### config.mk
export PLATFORM = sky130hd
export DESIGN_NAME = life_grid_generation_step
export DESIGN_NICKNAME = d
export VERILOG_FILES = /design/src/design/lgs_pkg.sv /design/src/design/life_grid_generation_step.sv /design/src/design/lgs_row_cell.sv
export SDC_FILE = /design/constraint.sdc
export NUM_CORES = 2
export LEC_CHECK = 0
export BUFFER_PORTS_ARGS = -buffer_cell sky130_fd_sc_hd__buf_2
export CORE_UTILIZATION = 45
export CTS_BUF_LIST = sky130_fd_sc_hd__clkbuf_4
export DETAILED_ROUTE_END_ITERATION = 7
export HOLD_SLACK_MARGIN = 0.15
export PLACE_DENSITY = 0.62
export SLEW_MARGIN = 20
export SYNTH_ARGS = -nofsm -noshare
export SYNTH_HDL_FRONTEND = slang
export SYNTH_SLANG_ARGS = --single-unit
### constraint.sdc
create_clock -name clk -period 4.5 [get_ports clk]
set_input_delay 0.225 -clock clk [delete_from_list [all_inputs] [get_ports clk]]
set_output_delay 0.225 -clock clk [all_outputs]
set_load 0.05 [all_outputs]
### src/design/lgs_pkg.sv
`default_nettype none

package lgs_pkg;

  localparam int MODE_W    = 2;
  localparam int ROW_IDX_W = 4;
  localparam int ROW_W     = 16;
  localparam int IN_W      = 24;
  localparam int ROW_VIEW  = 1 << ROW_IDX_W;

  localparam logic [3:0] BIRTH_COUNT   = 4'd3;
  localparam logic [3:0] SURVIVE_COUNT = 4'd2;

  typedef enum logic [MODE_W-1:0] {
    MODE_WRITE = 2'd0,
    MODE_STEP  = 2'd1,
    MODE_READ  = 2'd2
  } mode_t;

  typedef struct packed {
    logic load;
    logic step;
  } cell_ctrl_t;

endpackage

`default_nettype wire

### src/design/life_grid_generation_step.sv
`default_nettype none
// channel | dir | tdata fields, lowest bit up
// s_*     | in  | mode[1:0], row_index[5:2], row_cells[21:6], zero pad[23:22]
// m_*     | out | row_out[15:0]
//
// One request per cycle while s_tready is high; its result is registered and shows in the next cycle.
// A step updates every row cell at once from its neighbors in that cycle.
// Reset clears the whole grid and drops m_tvalid.
// s_tready drops only while a result is held and m_tready is low.

module life_grid_generation_step
  import lgs_pkg::*;
#(
  parameter int ROWS = 16,
  parameter int COLS = 16
) (
  input  wire logic             clk,
  input  wire logic             rst,
  input  wire logic             s_tvalid,
  output logic                  s_tready,
  input  wire logic [IN_W-1:0]  s_tdata,  // mode, row_index, row_cells
  output logic                  m_tvalid,
  input  wire logic             m_tready,
  output logic      [ROW_W-1:0] m_tdata   // row_out
);

  mode_t                mode;
  logic [ROW_IDX_W-1:0] row_index;
  logic [ROW_W-1:0]     row_cells;
  logic                 fire;
  logic [COLS-1:0]      wr_cells;
  logic [COLS-1:0]      grid_row  [ROWS];
  logic [COLS-1:0]      grid_next [ROWS];
  cell_ctrl_t           ctrl      [ROWS];
  logic [ROW_W-1:0]     view      [ROW_VIEW];
  logic [ROW_W-1:0]     step_row0;
  logic [ROW_W-1:0]     wr_view;
  logic [ROW_W-1:0]     result_next;
  logic                 is_write;
  logic                 is_step;

  assign mode      = mode_t'(s_tdata[MODE_W-1:0]);
  assign row_index = s_tdata[MODE_W+ROW_IDX_W-1:MODE_W];
  assign row_cells = s_tdata[MODE_W+ROW_IDX_W+ROW_W-1:MODE_W+ROW_IDX_W];
  assign fire      = s_tvalid && s_tready;
  assign s_tready  = !m_tvalid || m_tready;

  generate
    if (COLS > ROW_W) begin : g_wide
      assign wr_cells  = {{(COLS-ROW_W){1'b0}}, row_cells};
      assign step_row0 = grid_next[0][ROW_W-1:0];
    end else if (COLS == ROW_W) begin : g_equal
      assign wr_cells  = row_cells;
      assign step_row0 = grid_next[0];
    end else begin : g_narrow
      assign wr_cells  = row_cells[COLS-1:0];
      assign step_row0 = {{(ROW_W-COLS){1'b0}}, grid_next[0]};
    end
  endgenerate

  generate
    if (COLS >= ROW_W) begin : g_wrv_wide
      assign wr_view = wr_cells[ROW_W-1:0];
    end else begin : g_wrv_narrow
      assign wr_view = {{(ROW_W-COLS){1'b0}}, wr_cells};
    end
  endgenerate

  always_comb begin
    is_write    = 1'b0;
    is_step     = 1'b0;
    result_next = view[row_index];
    unique case (mode)
      MODE_WRITE: begin
        is_write = 1'b1;
        if (32'(row_index) < ROWS) begin
          result_next = wr_view;
        end else begin
          result_next = '0;
        end
      end
      MODE_STEP: begin
        is_step     = 1'b1;
        result_next = step_row0;
      end
      default: begin
        result_next = view[row_index];
      end
    endcase
  end

  genvar r;
  generate
    for (r = 0; r < ROWS; r++) begin : g_cell
      logic [COLS-1:0] up_row;
      logic [COLS-1:0] dn_row;

      if (r == 0) begin : g_top
        assign up_row = '0;
      end else begin : g_up
        assign up_row = grid_row[r-1];
      end
      if (r == ROWS - 1) begin : g_bot
        assign dn_row = '0;
      end else begin : g_dn
        assign dn_row = grid_row[r+1];
      end

      assign ctrl[r].load = fire && is_write && (32'(row_index) == r);
      assign ctrl[r].step = fire && is_step;

      lgs_row_cell #(
        .COLS(COLS)
      ) u_cell (
        .clk     (clk),
        .rst     (rst),
        .ctrl    (ctrl[r]),
        .wr_cells(wr_cells),
        .up_row  (up_row),
        .dn_row  (dn_row),
        .row     (grid_row[r]),
        .row_next(grid_next[r])
      );
    end
  endgenerate

  genvar v;
  generate
    for (v = 0; v < ROW_VIEW; v++) begin : g_view
      if (v >= ROWS) begin : g_none
        assign view[v] = '0;
      end else if (COLS >= ROW_W) begin : g_wide
        assign view[v] = grid_row[v][ROW_W-1:0];
      end else begin : g_narrow
        assign view[v] = {{(ROW_W-COLS){1'b0}}, grid_row[v]};
      end
    end
  endgenerate

  always_ff @(posedge clk) begin
    if (rst) begin
      m_tvalid <= 1'b0;
    end else if (fire) begin
      m_tvalid <= 1'b1;
    end else if (m_tready) begin
      m_tvalid <= 1'b0;
    end
    if (fire) begin
      m_tdata <= result_next;
    end
  end

`ifndef ASSERT_OFF
  a_fire_valid: assert property (@(posedge clk) disable iff (rst)
    fire |=> m_tvalid)
    else $error("accepted request produced no result");

  a_write_shows: assert property (@(posedge clk) disable iff (rst)
    fire && is_write |=> m_tdata == view[$past(row_index)])
    else $error("write result differs from stored row");

  a_step_row0: assert property (@(posedge clk) disable iff (rst)
    fire && is_step |=> m_tdata == view[0])
    else $error("step result differs from new row 0");

  a_read_stable: assert property (@(posedge clk) disable iff (rst)
    fire && !is_write && !is_step |=> m_tdata == $past(view[row_index]))
    else $error("read result differs from row");
`endif

endmodule

`default_nettype wire

### src/design/lgs_row_cell.sv
`default_nettype none

module lgs_row_cell
  import lgs_pkg::*;
#(
  parameter int COLS = 16
) (
  input  wire logic            clk,
  input  wire logic            rst,
  input  wire cell_ctrl_t      ctrl,
  input  wire logic [COLS-1:0] wr_cells,
  input  wire logic [COLS-1:0] up_row,
  input  wire logic [COLS-1:0] dn_row,
  output logic      [COLS-1:0] row,
  output logic      [COLS-1:0] row_next
);

  logic [COLS+1:0] up_p;
  logic [COLS+1:0] mid_p;
  logic [COLS+1:0] dn_p;

  assign up_p  = {1'b0, up_row, 1'b0};
  assign mid_p = {1'b0, row, 1'b0};
  assign dn_p  = {1'b0, dn_row, 1'b0};

  always_comb begin
    logic [3:0] n;
    row_next = '0;
    for (int c = 0; c < COLS; c++) begin
      n = 4'(up_p[c]) + 4'(up_p[c+1]) + 4'(up_p[c+2])
        + 4'(mid_p[c]) + 4'(mid_p[c+2])
        + 4'(dn_p[c]) + 4'(dn_p[c+1]) + 4'(dn_p[c+2]);
      if (row[c]) begin
        row_next[c] = (n == BIRTH_COUNT) || (n == SURVIVE_COUNT);
      end else begin
        row_next[c] = (n == BIRTH_COUNT);
      end
    end
  end

  always_ff @(posedge clk) begin
    if (rst) begin
      row <= '0;
    end else if (ctrl.load) begin
      row <= wr_cells;
    end else if (ctrl.step) begin
      row <= row_next;
    end
  end

endmodule

`default_nettype wire
# --- Yosys cells after proc, flatten, opt, wreduce, memory -nomap -nowiden ---
# Cells that the tools add are included.
word_totals:
  ff_bits: 273
  latch_bits: 0
  mem_bits_rw: 0
  mem_bits_ro: 0
  out_inout_bits: 18
  word_cells: 2729
  memories: 0
classes:
  addsub: 1589
  n_mul: 0
  div: 0
  n_lt_le_gt_ge: 1
  eq_ne: 528
  shift: 0
  n_mux: 296
  bitwise_logic: 1
  reduce_logical: 296
ops:
  columns: ["op", "count"]
  rows:
  - ["4-bit by 1-bit adder with 4-bit output", 1348]
  - ["4-bit by 2-bit equality test with 1-bit output, second input constant", 514]
  - ["16-bit two-way mux", 34]
  - ["1-bit by 1-bit adder with 2-bit output", 241]
  - ["1-bit two-way mux", 260]
  - ["1-bit logical OR", 257]
  - ["16-bit binary-select mux with 4-bit select", 1]
  - ["2-bit nonzero test", 17]
  - ["4-bit equality test, second input constant", 8]
  - ["16-bit case mux with 2 select lines", 1]
  - ["1-bit logical AND", 19]
  - ["4-bit by 3-bit equality test with 1-bit output, second input constant", 4]
  - ["5-bit >= comparator, second input constant", 1]
  - ["4-bit inverter with 5-bit output", 1]
  - ["4-bit by 1-bit equality test with 1-bit output, second input constant", 1]
  - ["4-bit zero test", 1]
  - ["2-bit by 1-bit equality test with 1-bit output, second input constant", 1]
  - ["2-bit zero test", 1]
  - ["1-bit zero test", 1]

# --- Longest topological paths before layout ---
logic_depth:
  word_depth: 12
  mapped_depth: 13

# --- Hierarchy ---
# Synthesis repeated with hierarchy kept, for this count alone.
unflattened:
  cells_unflattened: 6153
  area_unflattened_um2: 57000.9
by_module_without_submodules:
  columns: ["module", "n_inst", "cells_per_inst", "area_per_inst_um2"]
  rows:
  - ["lgs_row_cell at g_cell[0].u_cell ...", 12, 370, 3362.0]
  - ["lgs_row_cell at g_cell[8].u_cell", 1, 372, 3417.0]
  - ["lgs_row_cell at g_cell[3].u_cell", 1, 373, 3415.8]
  - ["lgs_row_cell at g_cell[4].u_cell", 1, 373, 3414.5]
  - ["lgs_row_cell at g_cell[9].u_cell", 1, 371, 3349.5]
  - ["life_grid_generation_step", 1, 224, 3060.4]

# --- Worst setup path after synthesis ---
# OpenSTA, ideal clock, no wires.
synth_timing:
  path_type: "register to register"
  from: "register g_cell[7].u_cell.row[1]"
  to: "register g_cell[8].u_cell.row[1]"
  setup_time_ns: 0.070
  arrival_time_ns: 3.857
  slack_ns: 0.572
  stages_incl_launch_ff: 14
  n_path_buf: 0
  period_less_slack_ns: 3.928
  path_cell_list: "dfxtp_1 -> ha_1 -> inv_1 -> fa_1 -> fa_1 -> inv_1 -> fa_1 -> inv_1 -> fa_1 -> or4b_2 -> a21oi_1 -> nor3_1 -> or3_1 -> a21oi_1"
synth_via:
  elab_chain_len: 12
synth_rtl:
  columns: ["item", "line", "rtl"]
  rows:
  - ["start, declared", "lgs_row_cell.sv:14", "output logic [COLS-1:0] row,"]
  - ["start signal, assigned", "lgs_row_cell.sv:45", "row <= wr_cells;"]
  - ["start signal, assigned", "lgs_row_cell.sv:47", "row <= row_next;"]
  - ["1-bit by 1-bit adder with 2-bit output *", "lgs_row_cell.sv:30", "n = 4'(up_p[c]) + 4'(up_p[c+1]) + 4'(up_p[c+2])"]
  - ["4-bit by 1-bit adder with 4-bit output *", "lgs_row_cell.sv:30", null]
  - ["4-bit by 1-bit adder with 4-bit output * (2 in a row)", "lgs_row_cell.sv:31", "+ 4'(mid_p[c]) + 4'(mid_p[c+2])"]
  - ["4-bit by 1-bit adder with 4-bit output * (3 in a row)", "lgs_row_cell.sv:32", "+ 4'(dn_p[c]) + 4'(dn_p[c+1]) + 4'(dn_p[c+2]);"]
  - ["4-bit by 2-bit equality test with 1-bit output (on tied branches)", "lgs_row_cell.sv:34, lgs_row_cell.sv:36", null]
  - ["1-bit logical OR", "lgs_row_cell.sv:34", "row_next[c] = (n == BIRTH_COUNT) || (n == SURVIVE_COUNT);"]
  - ["1-bit two-way mux *", "lgs_row_cell.sv:33", "if (row[c]) begin"]
  - ["16-bit two-way mux *", "lgs_row_cell.sv:46", "end else if (ctrl.step) begin"]
  - ["16-bit two-way mux *", "lgs_row_cell.sv:44", "end else if (ctrl.load) begin"]
  - ["end signal, assigned", "lgs_row_cell.sv:45", null]
  - ["end signal, assigned", "lgs_row_cell.sv:47", null]
  - ["end, declared", "lgs_row_cell.sv:14", null]
# Mark *: on every way between the ends. The rest lies on a longest branch, timed or not. The select of a mux whose other input is x is not followed.
# A chain may end at the register's enable or synchronous reset.

# --- Final worst setup path ---
layout_timing:
  from: "register g_cell[3].u_cell.row[3]"
  to: "register g_cell[4].u_cell.row[3]"
layout_via:
  elab_chain_len: 12
layout_rtl:
  columns: ["item", "line"]
  rows:
  - ["start, declared", "lgs_row_cell.sv:14"]
  - ["start signal, assigned", "lgs_row_cell.sv:45"]
  - ["start signal, assigned", "lgs_row_cell.sv:47"]
  - ["1-bit by 1-bit adder with 2-bit output *", "lgs_row_cell.sv:30"]
  - ["4-bit by 1-bit adder with 4-bit output *", "lgs_row_cell.sv:30"]
  - ["4-bit by 1-bit adder with 4-bit output * (2 in a row)", "lgs_row_cell.sv:31"]
  - ["4-bit by 1-bit adder with 4-bit output * (3 in a row)", "lgs_row_cell.sv:32"]
  - ["4-bit by 2-bit equality test with 1-bit output (on tied branches)", "lgs_row_cell.sv:34, lgs_row_cell.sv:36"]
  - ["1-bit logical OR", "lgs_row_cell.sv:34"]
  - ["1-bit two-way mux *", "lgs_row_cell.sv:33"]
  - ["16-bit two-way mux *", "lgs_row_cell.sv:46"]
  - ["16-bit two-way mux *", "lgs_row_cell.sv:44"]
  - ["end signal, assigned", "lgs_row_cell.sv:45"]
  - ["end signal, assigned", "lgs_row_cell.sv:47"]
  - ["end, declared", "lgs_row_cell.sv:14"]
# Marked as above.

==> results.txt <==
Worst hold path type: in2reg
Slowest cell delay on critical path: 0.64 ns
WP buf/inv: 3
Total GRT Usage: 0.244
P_leak: 0.0258 µW
Slew at the pin with the worst max-slew slack: 1.09 ns
RSZ-0062 raised after global routing: false
Worst skew pair latency: 0.98 ns
Core ar.: 115000 µm²
GR peak layer: met2
Boundary pin count: 46
Hold Violations, Final: 0
Setup WS post-layout: 0.300 ns
Total gr overflow: 0
Dpl ws: 0.285 ns
Post-Synth Adder-Cell Area: 0.513
Vias per Instance: 5.34
Crit-path cells: ha_1 -> inv_1 -> fa_1 -> fa_1 -> inv_1 -> fa_1 -> inv_1 -> fa_1 -> or4b_2 -> a21oi_1 -> nor3_1 -> or3_1 -> a21oi_1
Largest family of logic cells by synthesized area: adder cells
Clk sinks: 273
Crit path time final: 4.20 ns
Iteration-0 DRC Markers: 2506
H-tree depth: 3
CTS tree: yes
Root buffer cell: clkbuf_4
Status: complete, but fails checks
Die height: 342 µm
EDFF count, synth: 16
Final WL: 136000 µm
Cells after synthesis: 5737
R2R Setup Slk: 0.30 ns
Synthesized cell area: 52100 µm²
Arr. time, crit path: 5.05 ns
Yosys top cell area share: 0.346
Dpl cells: 7185
Failing checks: DRC
Fraction of registers with async set/reset: 0
Final cell count without fillers: 7384
Most instantiated cells after synthesis: inv_1, fa_1, ha_1
CP Class: reg2reg
Critical path fanouts, max: 8
First-pass GRT wire length: 225000 µm
Setup violations, final: 0
Met1 Resource Use GR: 0.331
Synth Warn #: 0
Ratio of cells with drive above 1 in the final layout: 0.0676
Max-slew violation count: 0
Critical Path End Type: flop
Required @ worst endpoint: 5.35 ns
Total Neg Setup Slack: 0 ns
Tcrit/Tclk final: 0.933
Layout area overhead: 6.76%
Post-DP HPWL: 106000 µm
Die ar.: 117000 µm²
CP max stage cell: or4b_2
Setup Skew: 0.0744 ns
Final core occ: 0.485
Yosys reg bits: 273
Setup bufs post-CTS: 0
Fmax: 238 MHz
Simple-gate share of the synthesized area: 0.0871
DRC: 24
Post-synth cell types: 55
Die width: 342 µm
Final #Nets: 7425
PD cells: 115 nW/µm²
Vias in the first global route: 41.4k
Critical path's top delay family: adder cells
Buffers on Ports: 43
Worst-path clk slew: 0.06 ns
Top cells by area, synth: fa_1, ha_1, inv_1
Syn_area_per_cell: 9.09 µm²
Pin count of the biggest net entering global routing: 118
Cell Rows: 124
Relative slew slack: 0.273
Synth Flop Type: dfxtp_1
CP dominant cell by count: fa_1
Via count: 39.4k
Max Cap Viol: 0
Met3 Use GR: 0.0342
Maximum vdd drop: 0.153 mV
TritonCTS Buffers: 96
Final ANT Viol Nets: 0
Post-Synth XOR/XNOR Area: 0
GR Util met2: 0.406
Net Count, Synth: 7362
GPL Wtd Cong: 0.835
Initial Util: 0.455
Initial antenna violation count: 6
Cell with the most instances after synthesis: inv_1
Post-synthesis sequential area ratio: 0.108
Max Root-Sink Buffers: 3
Synth Area in Compound Gates: 0.104
Routed wire per std cell: 18.4 µm
Multiplexer share of the synthesized area: 0.0446
Cell taking the most area after synthesis: fa_1
Crit path launch type: flop
Drt pass-1 iters: 8
-- per-stage QoR --
stage	cell area (µm²)	hold slack, ns	power (µW)
2_1_floorplan	52100	0.354	3100
3_3_place_gp	54100	0.492	3390
3_5_place_dp	54100	0.497	3400
4_1_cts	55600	0.154	6480
5_1_grt	55600	0.227	6670
6_report	55600	0.241	6390
-- state kept, by name, summed over array words and instances, names as in the netlist --
register           count
m_tdata               16
g_cell.u_cell.row    256
m_tvalid               1
-- tightest hold or removal path: stages --
cell and delay [ns]:
buf_2 0.10, nand2b_4 0.24, nand2_4 0.24, nor3_4 0.15, nand2_1 0.09, a31oi_1 0.07
-- cell type report --
| cell class | count | area, µm² |
|---|---|---|
| tap | 1512 | 1890 |
| sequential | 273 | 5630 |
| timing repair buffer | 156 | 1180 |
| antenna | 3 | 7.51 |
| inverter | 1763 | 6620 |
| clock buffer | 152 | 1140 |
| multi-input combinational | 3510 | 39100 |
| fill | 10800 | 59000 |
| clock inverter | 15 | 82.6 |
-- power breakdown --
group | internal (µW) | leakage (µW) | switching, µW
combinational | 248 | 0.0228 | 617
clock | 1560 | 0.000738 | 1460
sequential | 2470 | 0.00223 | 39.1
-- cell families after synthesis --
family	Yosys count
adder cells (fa/ha/maj)	1597
buffers and inverters	1954
flip-flops	273
AND/OR/NAND/NOR	910
multiplexers	150
AO/OA/AOI/OAI	853
-- path summary, 6_finish.rpt --
kind / startpoint / endpoint / cells past startpoint
max: g_cell[3].u_cell.row[3] / g_cell[4].u_cell.row[3] / 13
min: m_tready / g_cell[3].u_cell.row[5] / 6
max reg2reg: g_cell[3].u_cell.row[3] / g_cell[4].u_cell.row[3] / 13
min reg2reg: g_cell[13].u_cell.row[15] / g_cell[13].u_cell.row[15] / 2
-- timing repair --
item	4_1_cts	5_1_grt
hold buffers	28	0
endpoints found under the hold margin	278	0
gates resized for setup	0	0
-- metal layers --
layer | up-vias | routed length (µm)
li1 | 18500 | -
met1 | 19800 | 59600
met2 | 939 | 64900
met3 | 219 | 8090
met4 | 2 | 3440
met5 | - | 15
-- cell usage in the layout, fill, tap and decap left out, drive strengths merged, types with 27 or more instances in the layout --
master	Yosys	final
inv	1762	1763
fa	900	900
ha	697	697
a21oi	350	350
nor2	281	281
dfxtp	257	257
nand2	233	233
clkbuf	105	152
a31oi	140	140
buf	86	128
a211oi	86	86
a2111oi	85	85
nor4	73	73
nand3	73	73
mux2i	70	70
or4	67	67
mux4	64	64
o22ai	48	48
nor2b	47	47
or3	41	41
o211ai	30	30
dlygate4sd3	0	28
o21ai	27	27
a21o	27	27
Note: power is estimated with default switching activity, not from simulation.
